===== src/hw/rtl/aps_pkg.sv =====
// ----------------------------------------------------------------------------
// aps_pkg
// Shared types and constants of the aging priority scheduler.
// ----------------------------------------------------------------------------
package aps_pkg;

    // number of process slots held in the slot memory
    localparam int NUM_SLOTS = 16;
    localparam int IDX_W     = (NUM_SLOTS > 1) ? $clog2(NUM_SLOTS) : 1;
    localparam int CNT_W     = $clog2(NUM_SLOTS + 1);

    // fixed field widths
    localparam int SLOT_W = 4;
    localparam int VAL_W  = 16;
    localparam int TIME_W = 32;

    localparam logic [VAL_W-1:0] PRIO_MAX = '1;

    // operation codes
    localparam logic OP_LOAD = 1'b0;
    localparam logic OP_TICK = 1'b1;

    // one slot record as kept in memory
    typedef struct packed {
        logic [VAL_W-1:0] arrival;
        logic [VAL_W-1:0] remaining;
        logic [VAL_W-1:0] orig_burst;
        logic [VAL_W-1:0] prio;
    } t_entry;

    localparam int ENTRY_W = $bits(t_entry);

    // sequencer states
    typedef enum logic [3:0] {
        S_IDLE = 4'b0001,
        S_SCAN = 4'b0010,
        S_AGE  = 4'b0100,
        S_DONE = 4'b1000
    } t_state;

endpackage


===== src/hw/rtl/aps_ram.sv =====
// ----------------------------------------------------------------------------
// aps_ram
// Generic simple dual-port RAM: one write port, one read port, registered read.
// ----------------------------------------------------------------------------
module aps_ram #(
    parameter int WIDTH = 8,
    parameter int DEPTH = 16
) (
    input  logic                                   i_clk,
    input  logic                                   i_we,
    input  logic [(DEPTH > 1 ? $clog2(DEPTH) : 1)-1:0] i_waddr,
    input  logic [WIDTH-1:0]                       i_wdata,
    input  logic [(DEPTH > 1 ? $clog2(DEPTH) : 1)-1:0] i_raddr,
    output logic [WIDTH-1:0]                       o_rdata
);

    logic [WIDTH-1:0] r_mem [DEPTH];

    // write port
    always_ff @(posedge i_clk) begin
        if (i_we) begin
            r_mem[i_waddr] <= i_wdata;
        end
    end

    // registered read port
    always_ff @(posedge i_clk) begin
        o_rdata <= r_mem[i_raddr];
    end

endmodule


===== src/hw/rtl/aging_priority_scheduler.sv =====
// ----------------------------------------------------------------------------
// aging_priority_scheduler
// Preemptive priority scheduler with aging over a memory of slot records.
// ----------------------------------------------------------------------------
// Usage:
//   A command word is taken at a clock edge with start high and busy low.
//   opcode load writes one slot record (arrival, burst, priority) straight
//   into the slot memory; its all-zero result strobes on the next cycle and
//   busy never rises, so a new command may follow at once.
//   opcode tick runs a sequencer over the slot memory: a scan pass reads
//   every slot to pick the ready slot of highest priority (lowest slot on a
//   tie), then an aging pass reads each slot again and writes it back with
//   its priority raised if it has arrived (saturating) or, for the picked
//   slot, its burst lowered. Both passes walk the slot memory through its
//   single read port, one slot per cycle.
//   Each result is marked by o_strobe, high for a single cycle; the
//   receiver cannot stall and must take it then.
//   Reset clears the loaded flags, the time counter and the sequencer; the
//   slot memory is not cleared, since only loaded slots are ever used.
// ----------------------------------------------------------------------------
module aging_priority_scheduler (
    input  logic                       i_clk,
    input  logic                       i_rst_n,
    input  logic                       start,
    output logic                       busy,
    input  logic                       i_opcode,
    input  logic [aps_pkg::SLOT_W-1:0] i_slot,
    input  logic [aps_pkg::VAL_W-1:0]  i_arrival_time,
    input  logic [aps_pkg::VAL_W-1:0]  i_burst_length,
    input  logic [aps_pkg::VAL_W-1:0]  i_start_priority,
    output logic                       o_strobe,
    output logic                       o_ran,
    output logic [aps_pkg::SLOT_W-1:0] o_run_slot,
    output logic                       o_finished,
    output logic [aps_pkg::TIME_W-1:0] o_completion_time,
    output logic [aps_pkg::TIME_W-1:0] o_turnaround,
    output logic [aps_pkg::TIME_W-1:0] o_waiting
);

    import aps_pkg::*;

    t_state              r_state, n_state;
    logic [CNT_W-1:0]    r_cnt;
    logic                r_pv;
    logic [IDX_W-1:0]    r_pidx;
    logic [NUM_SLOTS-1:0] r_loaded;
    logic [TIME_W-1:0]   r_time;

    logic                r_found;
    logic [IDX_W-1:0]    r_pick;
    logic [VAL_W-1:0]    r_best;
    logic                r_pk_fin;
    logic [VAL_W-1:0]    r_pk_arr;
    logic [VAL_W:0]      r_pk_sub;

    logic                r_strobe, r_ran, r_fin;
    logic [SLOT_W-1:0]   r_run_slot;
    logic [TIME_W-1:0]   r_cmp, r_tat, r_wait;

    logic                accept, load_ok, last_data, issue;
    logic                arrived, ready, is_pick;
    logic                mem_we;
    logic [IDX_W-1:0]    mem_waddr;
    t_entry              mem_wdata, rd, aged;
    logic [TIME_W-1:0]   time_nx;

    assign accept  = start && !busy;
    assign load_ok = (32'(i_slot) < NUM_SLOTS);
    assign busy    = (r_state != S_IDLE);
    assign issue   = (r_cnt < CNT_W'(NUM_SLOTS));
    assign last_data = r_pv && !issue;
    assign time_nx = r_time + 1'b1;

    // slot status of the word coming out of memory
    assign arrived = r_loaded[r_pidx] && ({{(TIME_W-VAL_W){1'b0}}, rd.arrival} <= r_time);
    assign ready   = arrived && (rd.remaining != '0);
    assign is_pick = r_found && (r_pidx == r_pick);

    // aged record written back during the second pass
    always_comb begin
        aged = rd;
        if (is_pick) begin
            aged.remaining = rd.remaining - 1'b1;
        end else if (arrived && rd.prio != PRIO_MAX) begin
            aged.prio = rd.prio + 1'b1;
        end
    end

    // memory write port: load command or write-back
    always_comb begin
        mem_we    = 1'b0;
        mem_waddr = r_pidx;
        mem_wdata = aged;
        if (accept && i_opcode == OP_LOAD && load_ok) begin
            mem_we    = 1'b1;
            mem_waddr = IDX_W'(i_slot);
            mem_wdata = '{arrival: i_arrival_time, remaining: i_burst_length,
                          orig_burst: i_burst_length, prio: i_start_priority};
        end else if (r_state == S_AGE && r_pv) begin
            mem_we = 1'b1;
        end
    end

    aps_ram #(
        .WIDTH(ENTRY_W),
        .DEPTH(NUM_SLOTS)
    ) u_slot_mem (
        .i_clk   (i_clk),
        .i_we    (mem_we),
        .i_waddr (mem_waddr),
        .i_wdata (mem_wdata),
        .i_raddr (r_cnt[IDX_W-1:0]),
        .o_rdata (rd)
    );

    // next state
    always_comb begin
        n_state = r_state;
        unique case (r_state)
            S_IDLE: if (accept && i_opcode == OP_TICK) n_state = S_SCAN;
            S_SCAN: if (last_data) n_state = S_AGE;
            S_AGE:  if (last_data) n_state = S_DONE;
            S_DONE: n_state = S_IDLE;
            default: n_state = S_IDLE;
        endcase
    end

    // sequencer, read tracking and control state
    always_ff @(posedge i_clk) begin
        if (!i_rst_n) begin
            r_state  <= S_IDLE;
            r_cnt    <= '0;
            r_pv     <= 1'b0;
            r_loaded <= '0;
            r_time   <= '0;
            r_strobe <= 1'b0;
            r_found  <= 1'b0;
        end else begin
            r_state  <= n_state;
            r_strobe <= 1'b0;
            if (accept) begin
                r_cnt   <= '0;
                r_pv    <= 1'b0;
                r_found <= 1'b0;
                if (i_opcode == OP_LOAD) begin
                    r_strobe <= 1'b1;
                    if (load_ok) begin
                        r_loaded[IDX_W'(i_slot)] <= 1'b1;
                    end
                end
            end else if (r_state == S_SCAN || r_state == S_AGE) begin
                if (last_data) begin
                    r_cnt <= '0;
                    r_pv  <= 1'b0;
                end else begin
                    r_pv <= issue;
                    if (issue) begin
                        r_cnt <= r_cnt + 1'b1;
                    end
                end
                if (r_state == S_SCAN && r_pv && ready && (!r_found || rd.prio > r_best)) begin
                    r_found <= 1'b1;
                end
            end else if (r_state == S_DONE) begin
                r_time   <= time_nx;
                r_strobe <= 1'b1;
            end
        end
    end

    // payload registers
    always_ff @(posedge i_clk) begin
        r_pidx <= r_cnt[IDX_W-1:0];
        // scan: keep best candidate
        if (r_state == S_SCAN && r_pv && ready && (!r_found || rd.prio > r_best)) begin
            r_pick <= r_pidx;
            r_best <= rd.prio;
        end
        // aging pass: capture picked slot's figures
        if (r_state == S_AGE && r_pv && is_pick) begin
            r_pk_fin <= (rd.remaining == VAL_W'(1));
            r_pk_arr <= rd.arrival;
            r_pk_sub <= {1'b0, rd.arrival} + {1'b0, rd.orig_burst};
        end
        // result word
        if (accept) begin
            r_ran      <= 1'b0;
            r_run_slot <= '0;
            r_fin      <= 1'b0;
            r_cmp      <= '0;
            r_tat      <= '0;
            r_wait     <= '0;
        end else if (r_state == S_DONE) begin
            r_ran      <= r_found;
            r_run_slot <= r_found ? SLOT_W'(r_pick) : '0;
            r_fin      <= r_found && r_pk_fin;
            if (r_found && r_pk_fin) begin
                r_cmp  <= time_nx;
                r_tat  <= time_nx - {{(TIME_W-VAL_W){1'b0}}, r_pk_arr};
                r_wait <= time_nx - {{(TIME_W-VAL_W-1){1'b0}}, r_pk_sub};
            end
        end
    end

    assign o_strobe          = r_strobe;
    assign o_ran             = r_ran;
    assign o_run_slot        = r_run_slot;
    assign o_finished        = r_fin;
    assign o_completion_time = r_cmp;
    assign o_turnaround      = r_tat;
    assign o_waiting         = r_wait;

endmodule


===== config.mk =====
export PLATFORM = sky130hd
export DESIGN_NAME = aging_priority_scheduler
export DESIGN_NICKNAME = d
export VERILOG_FILES = /design/src/hw/rtl/aps_pkg.sv /design/src/hw/rtl/aps_ram.sv /design/src/hw/rtl/aging_priority_scheduler.sv
export SDC_FILE = /design/constraint.sdc
export NUM_CORES = 2
export LEC_CHECK = 0
export ABC_AREA = 1
export BUFFER_PORTS_ARGS = -buffer_cell sky130_fd_sc_hd__buf_2
export CAP_MARGIN = 20
export CORE_MARGIN = 2
export CORE_UTILIZATION = 50
export DETAILED_ROUTE_END_ITERATION = 10
export HOLD_SLACK_MARGIN = 0.02
export PLACE_DENSITY = 0.63
export SLEW_MARGIN = 5
export SYNTH_ARGS = -nofsm -noshare
export SYNTH_HDL_FRONTEND = slang
export SYNTH_SLANG_ARGS = --single-unit
export TNS_END_PERCENT = 1

===== constraint.sdc =====
create_clock -name i_clk -period 14.5 [get_ports i_clk]
set_clock_uncertainty 0.1 [all_clocks]
set_input_delay 0.725 -clock i_clk [delete_from_list [all_inputs] [get_ports i_clk]]
set_output_delay 0.725 -clock i_clk [all_outputs]
set_load 0.1 [all_outputs]

---- Word-level counts from Yosys, hierarchy flattened ----
Memory sizes are Yosys's and may differ from the RTL's. A register that Yosys moved wholly into a read port is not among the register bits.
Index checks and enable logic that the tools add are counted.
Widths: inputs -> output; s select.
operators by class
  equality and inequality tests ........... 11
  $add $sub $neg .......................... 7
  reductions and logical operators ........ 29
  bitwise gates (word level) .............. 5
  mux-type cells .......................... 25
  $lt $le $gt $ge ......................... 6
operators by type and width
  kind                   count
  $mux 64                1
  $mux 16                3
  $add 32x1->32 const B  1
  $le 16x32->1           1
  $sub 32x16->32         1
  $sub 32x17->32         1
  $mux 4                 5
  $add 16x16->17         1
  $add 16x1->16 const B  1
  $eq 16x1->1 const B    1
  $gt 16x16->1           1
  $ne 16x16->1 const B   1
  $or 16x16->16          1
  $reduce_bool 16->1     1
  $sub 16x1->16 const B  1
  $logic_and 1x1->1      15
  $pmux 4 s3             1
  $mux 1                 11
  $lt 4x5->1 const B     2
  $mux 5                 2
  $reduce_and 2->1       4
  $ne 2x2->1 const B     3
  $reduce_and 3->1       2
  $add 5x1->5 const B    1
  other kinds (15)       21
word-level totals
  input bits .............................. 56
  register bits ........................... 220
  memories kept ........................... 1
  memory bits (writable) .................. 1,024
  output and inout bits ................... 104
memory list
  name              words  bits a word  read ports  clocked after memory_dff  wr ports  RTL line       text
  u_slot_mem.r_mem  16     64           1           1                         1         aps_ram.sv:17  logic [WIDTH-1:0] r_mem [DEPTH];

---- Logic depth before layout (Yosys ltp) ----
  word-level depth ........................ 7
  mapped depth ............................ 22
  gate-level depth less buffers ........... 22

---- Cells and area by module ----
Synthesis repeated with hierarchy kept, for this count alone.
second synthesis, totals
  cell total of the unflattened synthesis .. 6,411
  area total of the unflattened synthesis .. 60,023.8 um^2
modules (own cells, without submodules)
  module                    cells an instance  instances  area an instance (um^2)  seq. area each (um^2)
  aps_ram                   4,212              1          45,189.6                 32,030.7
  aging_priority_scheduler  2,199              1          14,834.2                 4,944.7

---- Worst setup path before layout ----
No wires, ideal clock.
  path kind ............................... register to register
  from .................................... register r_state[3]
  to ...................................... memory u_slot_mem.r_mem[0][0] (netlist bit), enable pin
  setup time .............................. 487 ps
  arrival ................................. 4,569 ps
  data required time ...................... 13,913 ps
  clock period less this slack ............ 5,156 ps
  setup slack ............................. 9,344 ps
  stages on the path, launching flop included .. 13
  path through ............................ dfxtp_1 > nor2_1 > inv_2 > nor3_2 > inv_2 > nor2_4 > inv_2 > nor2_4 > inv_2 > buf_2 > a21oi_1 > nand2_1 > nor2_1
on the way
  longest elaborated chain between the ends .. 7
  elaborated cells on any way between the ends .. 11
  those cells by class .................... eq/ne (2); mux (5); reduce/logical (4)
ends and longest elaborated chain
  element                       RTL line                         text
  from (decl)                   aging_priority_scheduler.sv:42   t_state r_state, n_state;
  from (signal assigned)        aging_priority_scheduler.sv:139  r_state <= n_state;
  $ne 4x1->1 *                  aging_priority_scheduler.sv:69   assign busy = (r_state != S_IDLE);
  net busy                      aging_priority_scheduler.sv:25   output logic busy,
  $logic_not 1->1 *             aging_priority_scheduler.sv:67   assign accept = start && !busy;
  $logic_and 1x1->1 *           aging_priority_scheduler.sv:67
  $logic_and 1x1->1 *           aging_priority_scheduler.sv:94   if (accept && i_opcode == OP_LOAD && load_ok) begin
  $mux 1                        aging_priority_scheduler.sv:94
  $mux 1                        aps_ram.sv:21                    if (i_we) begin
  $mux 1 (not written as such)  aps_ram.sv:22                    r_mem[i_waddr] <= i_wdata;
  to (decl)                     aps_ram.sv:17
Mark *: on every way through the listed nets, which the timed path passes. The rest lies on a longest branch.

---- Worst setup path in the final report ----
  from .................................... register r_state[3]
  to ...................................... memory u_slot_mem.r_mem[5][3] (netlist bit), enable pin
on the way
  longest elaborated chain between the ends .. 7
  elaborated cells on any way between the ends .. 11
  those cells by class .................... eq/ne (2); mux (5); reduce/logical (4)
ends and longest elaborated chain
  element                       RTL line
  $ne 4x1->1                    aging_priority_scheduler.sv:69
  $logic_not 1->1               aging_priority_scheduler.sv:67
  $logic_and 1x1->1             aging_priority_scheduler.sv:67
  $logic_and 1x1->1             aging_priority_scheduler.sv:94
  $mux 1                        aging_priority_scheduler.sv:94
  $mux 1                        aps_ram.sv:21
  $mux 1 (not written as such)  aps_ram.sv:22
Several ways; a longest one is shown, not always the timed one.

==> reports/summary.txt <==
SYNTH
--------------------------------------------------------------------------------------------------------
Number of distinct standard cells referenced by the synthesized netlist ...................           52
Average footprint of a synthesized cell ...................................................     11.3 um2
Instance count of the mapped netlist ......................................................         4907
Number of nets produced by synthesis ......................................................         5052
Primary flip-flop cell chosen by synthesis mapping ........................................     edfxtp_1
Seq cells post-synth ......................................................................         1308
Proportion of synthesized chip area in sequential cells ...................................        0.667
Fraction of registers with async set or reset after synthesis .............................            0
Area of the mapped netlist ................................................................   0.0555 mm2
Number of warnings reported in the yosys synthesis log ....................................            0
Number of enable flip-flop cells after synthesis ..........................................         1078

CLOCK TREE
--------------------------------------------------------------------------------------------------------
Number of setup buffers added after CTS ...................................................            0
CTS Buffer Depth ..........................................................................            3
TritonCTS buffer count ....................................................................          136
PostCTS Resize Cnt ........................................................................            0
Sinks on Clock Net ........................................................................         1308
Post-CTS clock slew at the launch and capture registers of the worst setup and hold paths .        60 ps
Root Driver ...............................................................................    clkbuf_16
Hold-fix buffers, CTS .....................................................................            0
Clock tree from TritonCTS .................................................................         done
Clock latency on the worst-skew pair ......................................................       740 ps
Number of H-tree levels ...................................................................            4

CRITICAL PATH
--------------------------------------------------------------------------------------------------------
Crit path largest cell delay ..............................................................       770 ps
Category of the worst setup path capture point ............................................         flop
Worst path slowest cell ...................................................................       nor2_4
Type of the worst setup path .............................................................. flop to flop
Worst path required time ..................................................................     14750 ps
List of cells traversed by the critical path .............................................. nor2_1, inv_2, nor3_2, inv_2, nor2_4, inv_2, nor2_4, buf_4, clkinv_2, o21ai_0, nand3_1, nor2_4, buf_4
Crit path launch type .....................................................................         flop
Count of buffer and inverter cells on the critical path ...................................            6
Max FO, Critical Path .....................................................................           45
Cell family with most CP delay ............................................................ simple AND/OR/NAND/NOR gates
Crit path DAT .............................................................................      6000 ps

STA
--------------------------------------------------------------------------------------------------------
Final setup violating endpoints ...........................................................            0
Rel. slew slack ...........................................................................        0.249
Actual slew at the worst max-slew pin .....................................................      1130 ps
Least setup slack across all paths after layout ...........................................      8740 ps
RSZ-0062 raised after global routing ......................................................           no
Fmax ......................................................................................      174 MHz
Setup total negative slack ................................................................         0 ps
Fraction of the cycle the final worst path needs ..........................................        0.397
Worst hold slack ..........................................................................       242 ps
Final count of hold timing violations .....................................................            0
Number of max-slew violations in the final report .........................................            0
Shortest clock period the worst path allows after layout ..................................      5760 ps

OUTCOME
--------------------------------------------------------------------------------------------------------
Run status ................................................................................ finished clean

FINISH
--------------------------------------------------------------------------------------------------------
Most common cell after layout, fill and taps aside ........................................     edfxtp_1
Multi-input logic area ....................................................................   0.0164 mm2
Layout overhead on the synthesized area ...................................................        11.9%
Reg area ..................................................................................   0.0370 mm2
Post-layout instance area .................................................................   0.0621 mm2
Final-stage net count .....................................................................         5150
Core utilization of the finished layout ...................................................        0.562
Fraction of final layout cells with drive strength greater than 1 .........................       0.0980
Count of placed standard cells in the final layout, fillers left out ......................         6599
Most used cells in the layout excluding fill and tap cells ................................ edfxtp_1, nor2_1, nand2_1, o21ai_0, inv_1
# fillers .................................................................................         9261

HOLD PATH
--------------------------------------------------------------------------------------------------------
Hold Path Class ........................................................................... input port to flop

DRT
--------------------------------------------------------------------------------------------------------
First DRT Iteration DRCs ..................................................................         4023
Via count normalized by instance count ....................................................         5.72
Final routed wirelength across all metal layers ...........................................    148000 um
Number of antenna-violating nets in the routed design .....................................            0
Detailed Routing Iterations Pass 1 ........................................................            6
DR WL/cell ................................................................................      22.4 um
Number of design rule violations left after detail routing ................................            0
Total vias in the final route .............................................................        37762

GLOBAL ROUTING
--------------------------------------------------------------------------------------------------------
Vias in the first global route ............................................................        35360
First-pass GRT wire length ................................................................    221000 um
Largest net degree at the start of global routing .........................................          204
Initial antenna violation count ...........................................................            4
Total global-route track usage ............................................................        0.260
Gr ovfl total .............................................................................            0

POWER
--------------------------------------------------------------------------------------------------------
Max IR drop VDD ...........................................................................   0.000106 V
Static leakage ............................................................................      22.7 nW
Overall power after layout ................................................................      8.96 mW
Pwr per Cell Area .........................................................................   144 mW/mm2

DIE
--------------------------------------------------------------------------------------------------------
Die height ................................................................................       337 um
Floorplan die width .......................................................................       337 um
IO Count ..................................................................................          160
Initial Utilization .......................................................................        0.502
Row cnt ...................................................................................          122
Area of the core region ...................................................................    0.110 mm2
Die outline area ..........................................................................    0.114 mm2

PLACED DESIGN
--------------------------------------------------------------------------------------------------------
Placement Setup Slack .....................................................................      8760 ps
Cell total after placement ................................................................         6351
Last weighted congestion value of the routability-driven placer ...........................        0.914
Half-perimeter wire length after detailed placement .......................................     90000 um
Number of port buffers ....................................................................          159
Placed cell areas .........................................................................   0.0577 mm2

RUN
--------------------------------------------------------------------------------------------------------
Total of max-cap violations ...............................................................            0

[cells in the mapped netlist (5+ instances only)]
| library cell | number | share of area |
|---|---|---|
| or2_2 | 6 | 0.00068 |
| nand3_1 | 216 | 0.019 |
| o32ai_1 | 151 | 0.024 |
| dfxtp_1 | 230 | 0.083 |
| inv_1 | 318 | 0.022 |
| inv_2 | 8 | 0.00054 |
| nor2_2 | 18 | 0.0020 |
| ha_1 | 86 | 0.019 |
| mux2i_1 | 105 | 0.019 |
| edfxtp_1 | 1078 | 0.58 |
| buf_1 | 23 | 0.0016 |
| xor2_1 | 50 | 0.0079 |
| nor2_4 | 11 | 0.0022 |
| a211oi_1 | 5 | 0.00068 |
| nor3_1 | 22 | 0.0020 |
| nand4_1 | 29 | 0.0033 |
| o21a_1 | 19 | 0.0026 |
| o21ai_1 | 11 | 0.00099 |
| nand2_1 | 693 | 0.047 |
| nand2_2 | 18 | 0.0020 |
| a31oi_1 | 18 | 0.0020 |
| a21oi_1 | 140 | 0.013 |
| o21bai_1 | 30 | 0.0041 |
| xnor2_1 | 13 | 0.0021 |
| o221ai_1 | 107 | 0.017 |
| o21ai_0 | 402 | 0.036 |
| nor4_1 | 9 | 0.0010 |
| o211ai_1 | 33 | 0.0045 |
| nor2_1 | 791 | 0.054 |
| clkbuf_1 | 190 | 0.013 |
| buf_2 | 35 | 0.0032 |
[where the power goes]
part | internal (mW) | switching [mW]
registers | 4.44 | 0.0970
logic | 0.237 | 0.792
clock network | 1.97 | 1.42
total | 6.65 | 2.31
[layout make-up]
type / instances / share of cell area
Antenna cell: 1 / 0.0000403
Clock buffer: 192 / 0.0617
Tap cell: 1488 / 0.0300
Sequential cell: 1308 / 0.596
Inverter: 330 / 0.0202
Multi-Input combinational cell: 3017 / 0.264
Timing Repair Buffer: 212 / 0.0202
Clock inverter: 51 / 0.00790
[per-layer routing]
layer / GRT usage / vias to the layer above / share of wire
met2: 0.406 / 1522 / 0.46
met3: 0.0409 / 213 / 0.079
li1: - / 17714 / -
met1: 0.376 / 18313 / 0.44
met5: 0 / - / 0
met4: 0.0791 / 0 / 0.024
[final timing paths]
kind / from / to / slack [ps] / cells after the start
worst max-delay path: r_state[3]$_SDFFE_PN0P_ / u_slot_mem.r_mem[5][3]$_DFFE_PP_ / 8740 / 13
worst min-delay path: i_opcode / r_state[1]$_SDFFE_PN0P_ / 240 / 3
worst max register to register: r_state[3]$_SDFFE_PN0P_ / u_slot_mem.r_mem[5][3]$_DFFE_PP_ / 8740 / 13
worst min register to register: r_cnt[3]$_SDFFE_PP0P_ / r_pidx[3]$_DFF_P_ / 310 / 0
[cell families after synthesis]
group                    after synthesis  share of synthesized area
AND/OR/NAND/NOR                     1834                      0.137
multiplexers                         105                     0.0190
AO/OA/AOI/OAI                        926                      0.106
adder cells (fa/ha/maj)               89                     0.0205
XOR/XNOR                              63                    0.00995
flip-flops                          1308                      0.667
buffers and inverters                582                     0.0405
[registers in the layout, summed over array words and instances, names as in the netlist, 4 cells and up]
| register | flops |
|---|---|
| u_slot_mem.r_mem | 1024 |
| u_slot_mem.o_rdata | 64 |
| o_completion_time | 32 |
| o_turnaround | 32 |
| o_waiting | 32 |
| r_time | 32 |
| r_pk_sub | 17 |
| r_best | 16 |
| r_loaded | 16 |
| r_pk_arr | 16 |
| r_cnt | 5 |
| o_run_slot | 4 |
| r_pick | 4 |
| r_pidx | 4 |
| r_state | 4 |
[worst reg2reg max path: cells and delay by family (launching register included)]
kind	cells	cell delay [ps]
buf+inv	6	1870
flops	1	330
simple gates	6	2580
compound gates	1	450
No activity file was read; power rests on OpenSTA's default activity.
